`src/hdl/ntat_pkg.sv`:
```
// Shared types, widths and action codes of the network time alarm timer.
package ntat_pkg;

    localparam int CNT_W  = 24;
    localparam int NT_W   = 15;
    localparam int ACT_W  = 2;
    localparam int IN_W   = 16;
    localparam int OUT_W  = 24;

    localparam logic [ACT_W-1:0] ACT_TICK      = 2'd0;
    localparam logic [ACT_W-1:0] ACT_SET_TIME  = 2'd1;
    localparam logic [ACT_W-1:0] ACT_SET_ALARM = 2'd2;
    localparam logic [ACT_W-1:0] ACT_ENABLE    = 2'd3;

    // One period of network time, in counter ticks.
    localparam logic [CNT_W-1:0] PERIOD = 24'h008000;

    typedef struct packed {
        logic [ACT_W-1:0] action;
        logic [NT_W-1:0]  value;
        logic             enable_flag;
    } item_t;

endpackage

```
`src/hdl/ntat_compare.sv`:
```
// Turns an alarm network time into a compare value strictly ahead of the counter.
module ntat_compare
(
    input  logic [ntat_pkg::CNT_W-1:0] counter,
    input  logic [ntat_pkg::NT_W-1:0]  offset,
    input  logic [ntat_pkg::NT_W-1:0]  target,
    output logic [ntat_pkg::CNT_W-1:0] compare
);

    logic [ntat_pkg::NT_W-1:0]  low;
    logic [ntat_pkg::CNT_W-1:0] cand;
    logic [ntat_pkg::CNT_W-1:0] cand_next_period;

    assign low              = target - offset;
    assign cand             = {counter[ntat_pkg::CNT_W-1:ntat_pkg::NT_W], low};
    assign cand_next_period = cand + ntat_pkg::PERIOD;

    // A candidate at or behind the counter moves into the next period.
    assign compare = (cand <= counter) ? cand_next_period : cand;

endmodule

```
`src/hdl/network_time_alarm_timer_top.sv`:
```
// Top level of the network time alarm timer: input stage, state update and result stage.
//
//  Channel | Direction | tdata (low bit up)                         | tuser
//  s_axis  | in        | value[14:0], enable_flag[15]               | action[1:0]
//  m_axis  | out       | net_time[14:0], alarm_fired[15],           | -
//          |           | alarm_armed[16], zeros[23:17]              |
//
// Every accepted transfer yields exactly one result transfer; it passes the input register
// and then the result register. One transfer is accepted per cycle while the output is not
// stalled, since the state update between the two registers is combinational.
// Reset (rst_n low, asynchronous) clears the valid flags of both stages and all timer state.
// A stalled result holds its data, and the input register still takes one more
// transfer behind it before s_axis_tready drops.
module network_time_alarm_timer_top
(
    input  logic                         clk,
    input  logic                         rst_n,
    input  logic                         s_axis_tvalid,
    output logic                         s_axis_tready,
    input  logic [ntat_pkg::IN_W-1:0]    s_axis_tdata,  // value[14:0], enable_flag[15]
    input  logic [ntat_pkg::ACT_W-1:0]   s_axis_tuser,  // action[1:0]
    output logic                         m_axis_tvalid,
    input  logic                         m_axis_tready,
    output logic [ntat_pkg::OUT_W-1:0]   m_axis_tdata   // net_time, fired, armed, zeros
);

    // Input stage.
    logic            in_valid_reg;
    logic            in_valid_next;
    ntat_pkg::item_t in_item_reg;

    // Result stage.
    logic                        out_valid_reg;
    logic                        out_valid_next;
    logic [ntat_pkg::OUT_W-1:0]  out_data_reg;
    logic [ntat_pkg::OUT_W-1:0]  out_data_next;

    // Timer state.
    logic [ntat_pkg::CNT_W-1:0]  counter_reg;
    logic [ntat_pkg::CNT_W-1:0]  counter_next;
    logic [ntat_pkg::NT_W-1:0]   offset_reg;
    logic [ntat_pkg::NT_W-1:0]   offset_next;
    logic [ntat_pkg::NT_W-1:0]   target_reg;
    logic [ntat_pkg::NT_W-1:0]   target_next;
    logic [ntat_pkg::CNT_W-1:0]  compare_reg;
    logic [ntat_pkg::CNT_W-1:0]  compare_next;
    logic                        enable_reg;
    logic                        enable_next;

    logic                        s_accept;
    logic                        out_load;
    logic                        fired;
    logic [ntat_pkg::CNT_W-1:0]  tick_count;
    logic [ntat_pkg::NT_W-1:0]   set_offset;
    logic [ntat_pkg::NT_W-1:0]   arm_offset;
    logic [ntat_pkg::NT_W-1:0]   arm_target;
    logic [ntat_pkg::CNT_W-1:0]  arm_compare;
    logic [ntat_pkg::NT_W-1:0]   net_time;

    // The held item moves into the result stage whenever that stage is free or drains.
    assign out_load      = in_valid_reg && (!out_valid_reg || m_axis_tready);
    assign s_axis_tready = !in_valid_reg || out_load;
    assign s_accept      = s_axis_tvalid && s_axis_tready;

    assign in_valid_next  = s_accept ? 1'b1 : (out_load ? 1'b0 : in_valid_reg);
    assign out_valid_next = out_load ? 1'b1 : (m_axis_tready ? 1'b0 : out_valid_reg);

    // Offset that a set-time action derives from the present counter.
    assign tick_count = counter_reg + 24'd1;
    assign set_offset = in_item_reg.value - counter_reg[ntat_pkg::NT_W-1:0];

    // Set alarm arms the new target against the old offset; set time re-arms
    // the stored target against the new offset.
    assign arm_target = (in_item_reg.action == ntat_pkg::ACT_SET_ALARM)
                        ? in_item_reg.value : target_reg;
    assign arm_offset = (in_item_reg.action == ntat_pkg::ACT_SET_TIME)
                        ? set_offset : offset_reg;

    ntat_compare u_compare
    (
        .counter (counter_reg),
        .offset  (arm_offset),
        .target  (arm_target),
        .compare (arm_compare)
    );

    always_comb
    begin
        counter_next = counter_reg;
        offset_next  = offset_reg;
        target_next  = target_reg;
        compare_next = compare_reg;
        enable_next  = enable_reg;
        fired        = 1'b0;
        unique case (in_item_reg.action)
            ntat_pkg::ACT_TICK:
            begin
                counter_next = tick_count;
                if (enable_reg && (tick_count == compare_reg))
                begin
                    fired       = 1'b1;
                    enable_next = 1'b0;
                end
            end
            ntat_pkg::ACT_SET_TIME:
            begin
                offset_next = set_offset;
                if (enable_reg)
                begin
                    compare_next = arm_compare;
                end
            end
            ntat_pkg::ACT_SET_ALARM:
            begin
                target_next  = in_item_reg.value;
                compare_next = arm_compare;
                enable_next  = 1'b1;
            end
            ntat_pkg::ACT_ENABLE:
            begin
                enable_next = in_item_reg.enable_flag;
            end
            default:
            begin
                enable_next = enable_reg;
            end
        endcase
    end

    assign net_time      = counter_next[ntat_pkg::NT_W-1:0] + offset_next;
    assign out_data_next = {7'd0, enable_next, fired, net_time};

    always_ff @(posedge clk or negedge rst_n)
    begin
        if (!rst_n)
        begin
            in_valid_reg  <= 1'b0;
            out_valid_reg <= 1'b0;
            counter_reg   <= '0;
            offset_reg    <= '0;
            target_reg    <= '0;
            compare_reg   <= '0;
            enable_reg    <= 1'b0;
        end
        else
        begin
            in_valid_reg  <= in_valid_next;
            out_valid_reg <= out_valid_next;
            if (out_load)
            begin
                counter_reg <= counter_next;
                offset_reg  <= offset_next;
                target_reg  <= target_next;
                compare_reg <= compare_next;
                enable_reg  <= enable_next;
            end
        end
    end

    // Payload registers carry no reset.
    always_ff @(posedge clk)
    begin
        if (s_accept)
        begin
            in_item_reg.action      <= s_axis_tuser;
            in_item_reg.value       <= s_axis_tdata[ntat_pkg::NT_W-1:0];
            in_item_reg.enable_flag <= s_axis_tdata[ntat_pkg::NT_W];
        end
        if (out_load)
        begin
            out_data_reg <= out_data_next;
        end
    end

    assign m_axis_tvalid = out_valid_reg;
    assign m_axis_tdata  = out_data_reg;

endmodule

```
`config.mk`:
```
export PLATFORM = sky130hd
export DESIGN_NAME = network_time_alarm_timer_top
export DESIGN_NICKNAME = d
export VERILOG_FILES = /design/src/hdl/ntat_pkg.sv /design/src/hdl/ntat_compare.sv /design/src/hdl/network_time_alarm_timer_top.sv
export SDC_FILE = /design/constraint.sdc
export NUM_CORES = 1
export LEC_CHECK = 0
export ABC_AREA = 1
export BUFFER_PORTS_ARGS = -buffer_cell sky130_fd_sc_hd__buf_2
export CELL_PAD_IN_SITES_DETAIL_PLACEMENT = 0
export CELL_PAD_IN_SITES_GLOBAL_PLACEMENT = 1
export CORE_AREA = 2 2 136 138
export DETAILED_ROUTE_END_ITERATION = 7
export DIE_AREA = 0 0 138 140
export GPL_ROUTABILITY_DRIVEN = 0
export GPL_TIMING_DRIVEN = 1
export PLACE_DENSITY_LB_ADDON = 0.12
export SLEW_MARGIN = 20
export SYNTH_ARGS = -nofsm -noshare
export SYNTH_HDL_FRONTEND = slang
export SYNTH_SLANG_ARGS = --single-unit
```
`constraint.sdc`:
```
create_clock -name clk -period 9.03 [get_ports clk]
set_clock_uncertainty 0.2 [all_clocks]
set_input_delay 1.806 -clock clk [delete_from_list [all_inputs] [get_ports clk]]
set_output_delay 1.806 -clock clk [all_outputs]
set_load 0.01 [all_outputs]
```
# Yosys cells after proc, flatten, opt, wreduce, memory -nomap -nowiden
# Cells that the tools add are included.
# W data, S select, Z words.
op_classes:
  n_lt_le_gt_ge: 1
  mux: 13
  reduce_logical: 13
  n_addsub: 5
  eq_ne: 5
ops:
  columns: ["operator", "n"]
  rows:
  - ["$mux W24", 2]
  - ["$pmux W24 S2", 1]
  - ["$mux W15", 3]
  - ["$sub A15 B15 Y15", 2]
  - ["$add A24 B1 Y24 const B", 1]
  - ["$add A24 B16 Y24 const B", 1]
  - ["$eq A24 B24 Y1", 1]
  - ["$le A24 B24 Y1", 1]
  - ["$add A15 B15 Y15", 1]
  - ["$mux W1", 6]
  - ["$reduce_bool A2 Y1", 3]
  - ["$eq A2 B2 Y1 const B", 2]
  - ["$logic_and A1 B1 Y1", 3]
  - ["$pmux W1 S3", 1]
  - ["$reduce_and A3 Y1", 1]
  - ["$eq A2 B1 Y1 const B", 1]
  - ["$logic_not A1 Y1", 2]
  - ["$logic_not A2 Y1", 1]
  - ["$logic_or A1 B1 Y1", 2]
  - ["$ne A2 B2 Y1 const B", 1]
  - ["$reduce_and A2 Y1", 1]
word_totals:
  register_bits: 116
  wordCells: 50

# Depth between registers and ports, before layout
depth:
  ltp_word: 7
  depth_mapped: 34
  depth_no_buf: 34

# By module
# From an unflattened synthesis, not the netlist that was laid out.
hier_totals:
  cells_unflattened: 1164
  hier_area_um2: 8615.8
modules_own_cells:
  columns: ["module", "instances", "cells_per_inst", "area_per_inst_um2"]
  rows:
  - ["network_time_alarm_timer_top", 1, 924, 7174.4]
  - ["ntat_compare", 1, 240, 1441.4]

# Worst setup path before layout
# OpenSTA, ideal clock, no wires.
synth_path:
  path_kind: "reg-to-reg"
  from: "reg counter_reg[0] in the netlist's numbering"
  to: "reg compare_reg[17] in the netlist's numbering"
  synth_period_minus_slack_ns: 4.810
  t_arrival_ns: 4.515
  stages_incl_launch_ff: 31
  slack_ns: 4.220
  required_ns: 8.735
  path_buffers: 1
  path_cell_list: "dfrtp_1 > ha_1 > inv_1 > fa_1 > inv_1 > o21ai_0 > inv_1 > ha_1 > nand3_1 > nand2_1 > a21oi_1 > o21ai_0 > nand3_1 > nand2_1 > nand2_1 > nand2_1 > nand2_1 > nand2_1 > xor2_1 > inv_1 > ha_1 > a21oi_1 > nor2_1 > a211oi_1 > nor2_1 > nor2_1 > nand3_1 > nand2_1 > clkbuf_1 > a21oi_1 > o31ai_1"
synth_via:
  elab_chain_cells: 7
  elab_cells_between_ends: 8
synth_lines:
  columns: ["element", "line_no", "rtl"]
  rows:
  - ["start: declaration", "network_time_alarm_timer_top.sv:39", "logic [ntat_pkg::CNT_W-1:0] counter_reg;"]
  - ["start signal: assignment", "network_time_alarm_timer_top.sv:151", "counter_reg <= counter_next;"]
  - ["$sub A15 B15 Y15 *", "network_time_alarm_timer_top.sv:70", "assign set_offset = in_item_reg.value - counter_reg[ntat_pkg::NT_W-1:0];"]
  - ["$mux W15 *", "network_time_alarm_timer_top.sv:77", "? set_offset : offset_reg;"]
  - ["named net arm_offset, one bit", "network_time_alarm_timer_top.sv:55", "logic [ntat_pkg::NT_W-1:0] arm_offset;"]
  - ["$sub A15 B15 Y15 *", "ntat_compare.sv:14", "assign low = target - offset;"]
  - ["$add A24 B16 Y24 or $le A24 B24 Y1 (tied branches)", "ntat_compare.sv:16, ntat_compare.sv:19", null]
  - ["$mux W24 *", "ntat_compare.sv:19", "assign compare = (cand <= counter) ? cand_next_period : cand;"]
  - ["$mux W24", "network_time_alarm_timer_top.sv:108", "if (enable_reg)"]
  - ["$pmux W24 S2 *", "network_time_alarm_timer_top.sv:95", "unique case (in_item_reg.action)"]
  - ["end signal: assignment", "network_time_alarm_timer_top.sv:154", "compare_reg <= compare_next;"]
  - ["end: declaration", "network_time_alarm_timer_top.sv:45", "logic [ntat_pkg::CNT_W-1:0] compare_reg;"]
# The timed path passes the listed nets; every way through them passes the cells marked *. The select of a mux whose other input is x is not followed.
# A chain may end at the register's enable or synchronous reset.

# Worst setup path after layout
layout_path:
  from: "reg counter_reg[0] in the netlist's numbering"
  to: "reg compare_reg[20] in the netlist's numbering"
# The elaborated chain is that of the path after synthesis.

==> qor.yml <==
placed_design:
  count_of_input_and_output_buffers: 40
  placement.setup.worst_slack_ns: 3.27
  hpwl_mm: 17.0
  dpl-instance-area_um2: 8990
layout:
  layout.filler_cells: 1779
  layout.cells.most_common: "nand2_1"
  end_of_flow_core_utilization_pct: 53.8
  most_frequent_cells_in_the_layout: "nand2_1, inv_1, o21ai_0, dfrtp_1, nand3_1"
  diodes: 0
  finish.net_count: 1303
  final_design_area_no_fill_um2: 9560
  drive_above_1_share_pct: 11.0
  area_growth_syn_to_layout_pct: 11.0
sta:
  postLayoutSetupSlackWorst_ns: 3.17
  setup_viol: 0
  maxSlewHeadroom_pct: 53.0
  timing.final.crit_share_pct: 64.9
  rsz0062_at_grt: "no"
  finalHoldViolCount: 0
  timing.final.crit_period_ns: 5.86
  clock.fmax_ghz: 0.171
  timing.setup.tns_ns: 0
  report.final.slew_viol_count: 0
  worstMarginPinSlew_ns: 0.698
floorplanning:
  die_width_um: 138
  rows: 49
  dieHeight_um: 140
  initial_core_util_pct: 48.4
  num_io_pins: 48
  core-area_um2: 17800
  die_area_um2: 19300
power:
  power_per_cell_area_nw_per_um2: 308
  power.clock.fraction_pct: 22.7
  swShare_pct: 43.4
  cellLeakagePower_nw: 4.70
  pwr-share-comb_pct: 50.4
  net-switching-power_w: 0.00128
  design_power_total_w: 0.00295
  power_report.internal_total_w: 0.00167
  vdd_ir_drop_max_v: 0.000160
  part_of_the_total_power_dissipated_in_sequential_elements_pct: 26.9
synth:
  synth_top_area_share_pct: 23.5
  postSynth.asyncResetShare_pct: 69.8
  post_synth_design_cell_area_um2: 8610
  netlist.top_cell.by_area: "dfrtp_1"
  syn-mean-instance-area_um2: 7.23
  synth.top_cells.by_area: "dfrtp_1, nand2_1, edfxtp_1"
  postSynthRegisterBits: 116
  yosys_most_used_dff: "dfrtp_1"
  synth.distinct_cells: 53
  ys.warnings.count: 0
  postSynthCellCount: 1191
  synth_edf_count: 35
  yosysSeqAreaShare_pct: 35.7
clocking:
  insertion_delay_ns: 0.43
  cts_tree: "done"
  cts-hold-fix-buffers: 0
  h-tree-depth: 4
  cts.sinks: 116
  cts_buffer_depth: 2
  number_of_resized_instances_in_the_post_cts_repair_step: 0
  cts.reportedPaths.clkPinSlew_ns: 0.06
  postCtsSetupRepairBufs: 0
  tritoncts.num_buffers: 17
  root_buffer: "clkbuf_16"
setup_path:
  worst_path_max_delay_cell: "dfrtp_1"
  end_kind: "flop"
  crit_path_dat_ns: 6.02
  critical-path-top-cell-by-count: "nand2_1"
  setup.worst_path.class: "flop to flop"
  worst-path-max-fanout: 12
  critPathLaunchType: "flop"
  required_time_at_the_endpoint_of_the_critical_path_ns: 9.18
  critical-path-max-stage-delay_ns: 0.51
routing:
  postRouteWirelength_mm: 21.9
  drt_first_iter_violations: 564
  ant_nets: 0
  detail_route.wl_per_cell_um: 14.9
  drt_pass1_iterations: 7
  remaining_drc_errors: 0
  route.detailed.vias_per_inst: 5.18
  num_vias: 7600
global_routing:
  antenna_found_initial: 0
  grt_pass1_wl_mm: 35.8
  grt_max_degree: 51
  overflow: 0
  grt_pass1_vias: 6969
  globalRouteTotalUtil_pct: 23.5
flow_run:
  maxCapViolCount: 0
worst_hold_path:
  hold_path.class: "flop to flop"
outcome:
  run_status: "finished clean"
-- critical path: cells and delay by family (launching register included) --
family	cells	cell delay, ns
buffers and inverters	4	0.40
DFF	1	0.51
and+or+nand+nor	14	1.72
xor gates and xnor gates	1	0.19
adders and majority gates	4	1.29
AOI/OAI and AO/OA	8	1.45
-- power groups by stage --
stage / Combinational (W) / Sequential, W / Clock [W]
after detailed placement: 0.00148 / 0.000801 / 0
after global placement: 0.00147 / 0.000798 / 0
final: 0.00149 / 0.000793 / 0.000668
after floorplan: 0.00112 / 0.000798 / 0
after global routing: 0.00171 / 0.000813 / 0.000696
after CTS: 0.00148 / 0.000792 / 0.000676
-- stage by stage --
step	cells	hold WS (ns)
2_1_floorplan	1197	0.246
3_3_place_gp	1435	0.260
3_5_place_dp	1435	0.269
4_1_cts	1467	0.284
5_1_grt	1467	0.311
6_report	1467	0.278
-- routing by layer --
layer | track usage [%] | up-vias | wire length, um
met4 | 7.09 | 0 | 346
met2 | 36.2 | 163 | 9390
met5 | 0 | - | 0
met3 | 2.56 | 26 | 816
met1 | 34.8 | 3489 | 11300
li1 | - | 3922 | -
-- cells by family (layout without fill, tap and decap cells) --
kind of cell               after synthesis  after routing  share of synthesized area, %
and+or+nand+nor                        599            599                          31.1
buffers and inverters                  194            235                          8.92
AOI/OAI and AO/OA                      177            177                          10.9
DFF                                    116            116                          35.7
adders and majority gates               56             56                          8.40
xor gates and xnor gates                48             48                          4.97
other                                    1              7                        0.0435
-- synth_stat cells (all sizes together), types with 17 or more instances --
cell and number:
o21ai 111, nor2 81, nand2 376, ha 53, xor2 36, edfxtp 35, a21oi 45, buf 18
dfrtp 81, clkbuf 20, inv 155, nand3 87, nand4 17
-- area by class of cell --
type	count	area [um2]	share of cell area [%]
multi-input combinational	887	4790	50.1
sequential	116	3080	32.2
clock inverter	14	138	1.44
inverter	156	586	6.12
clock buffer	18	429	4.49
timing repair buffer	47	255	2.67
tap	229	287	3.00
-- final timing paths --
| kind | startpoint | to | slack [ns] | cells past startpoint |
|---|---|---|---|---|
| min reg2reg | offset_reg[14]$_DFFE_PN0P_ | offset_reg[14]$_DFFE_PN0P_ | 0.28 | 2 |
| min in group asynchronous | rst_n | target_reg[2]$_DFFE_PN0P_ | 1.13 | 1 |
| min | offset_reg[14]$_DFFE_PN0P_ | offset_reg[14]$_DFFE_PN0P_ | 0.28 | 2 |
| max in group asynchronous | rst_n | counter_reg[11]$_DFFE_PN0P_ | 6.42 | 2 |
| max | counter_reg[0]$_DFFE_PN0P_ | compare_reg[20]$_DFFE_PN0P_ | 3.17 | 31 |
| max reg2reg | counter_reg[0]$_DFFE_PN0P_ | compare_reg[20]$_DFFE_PN0P_ | 3.17 | 31 |
(Power assumes the default switching activity.)
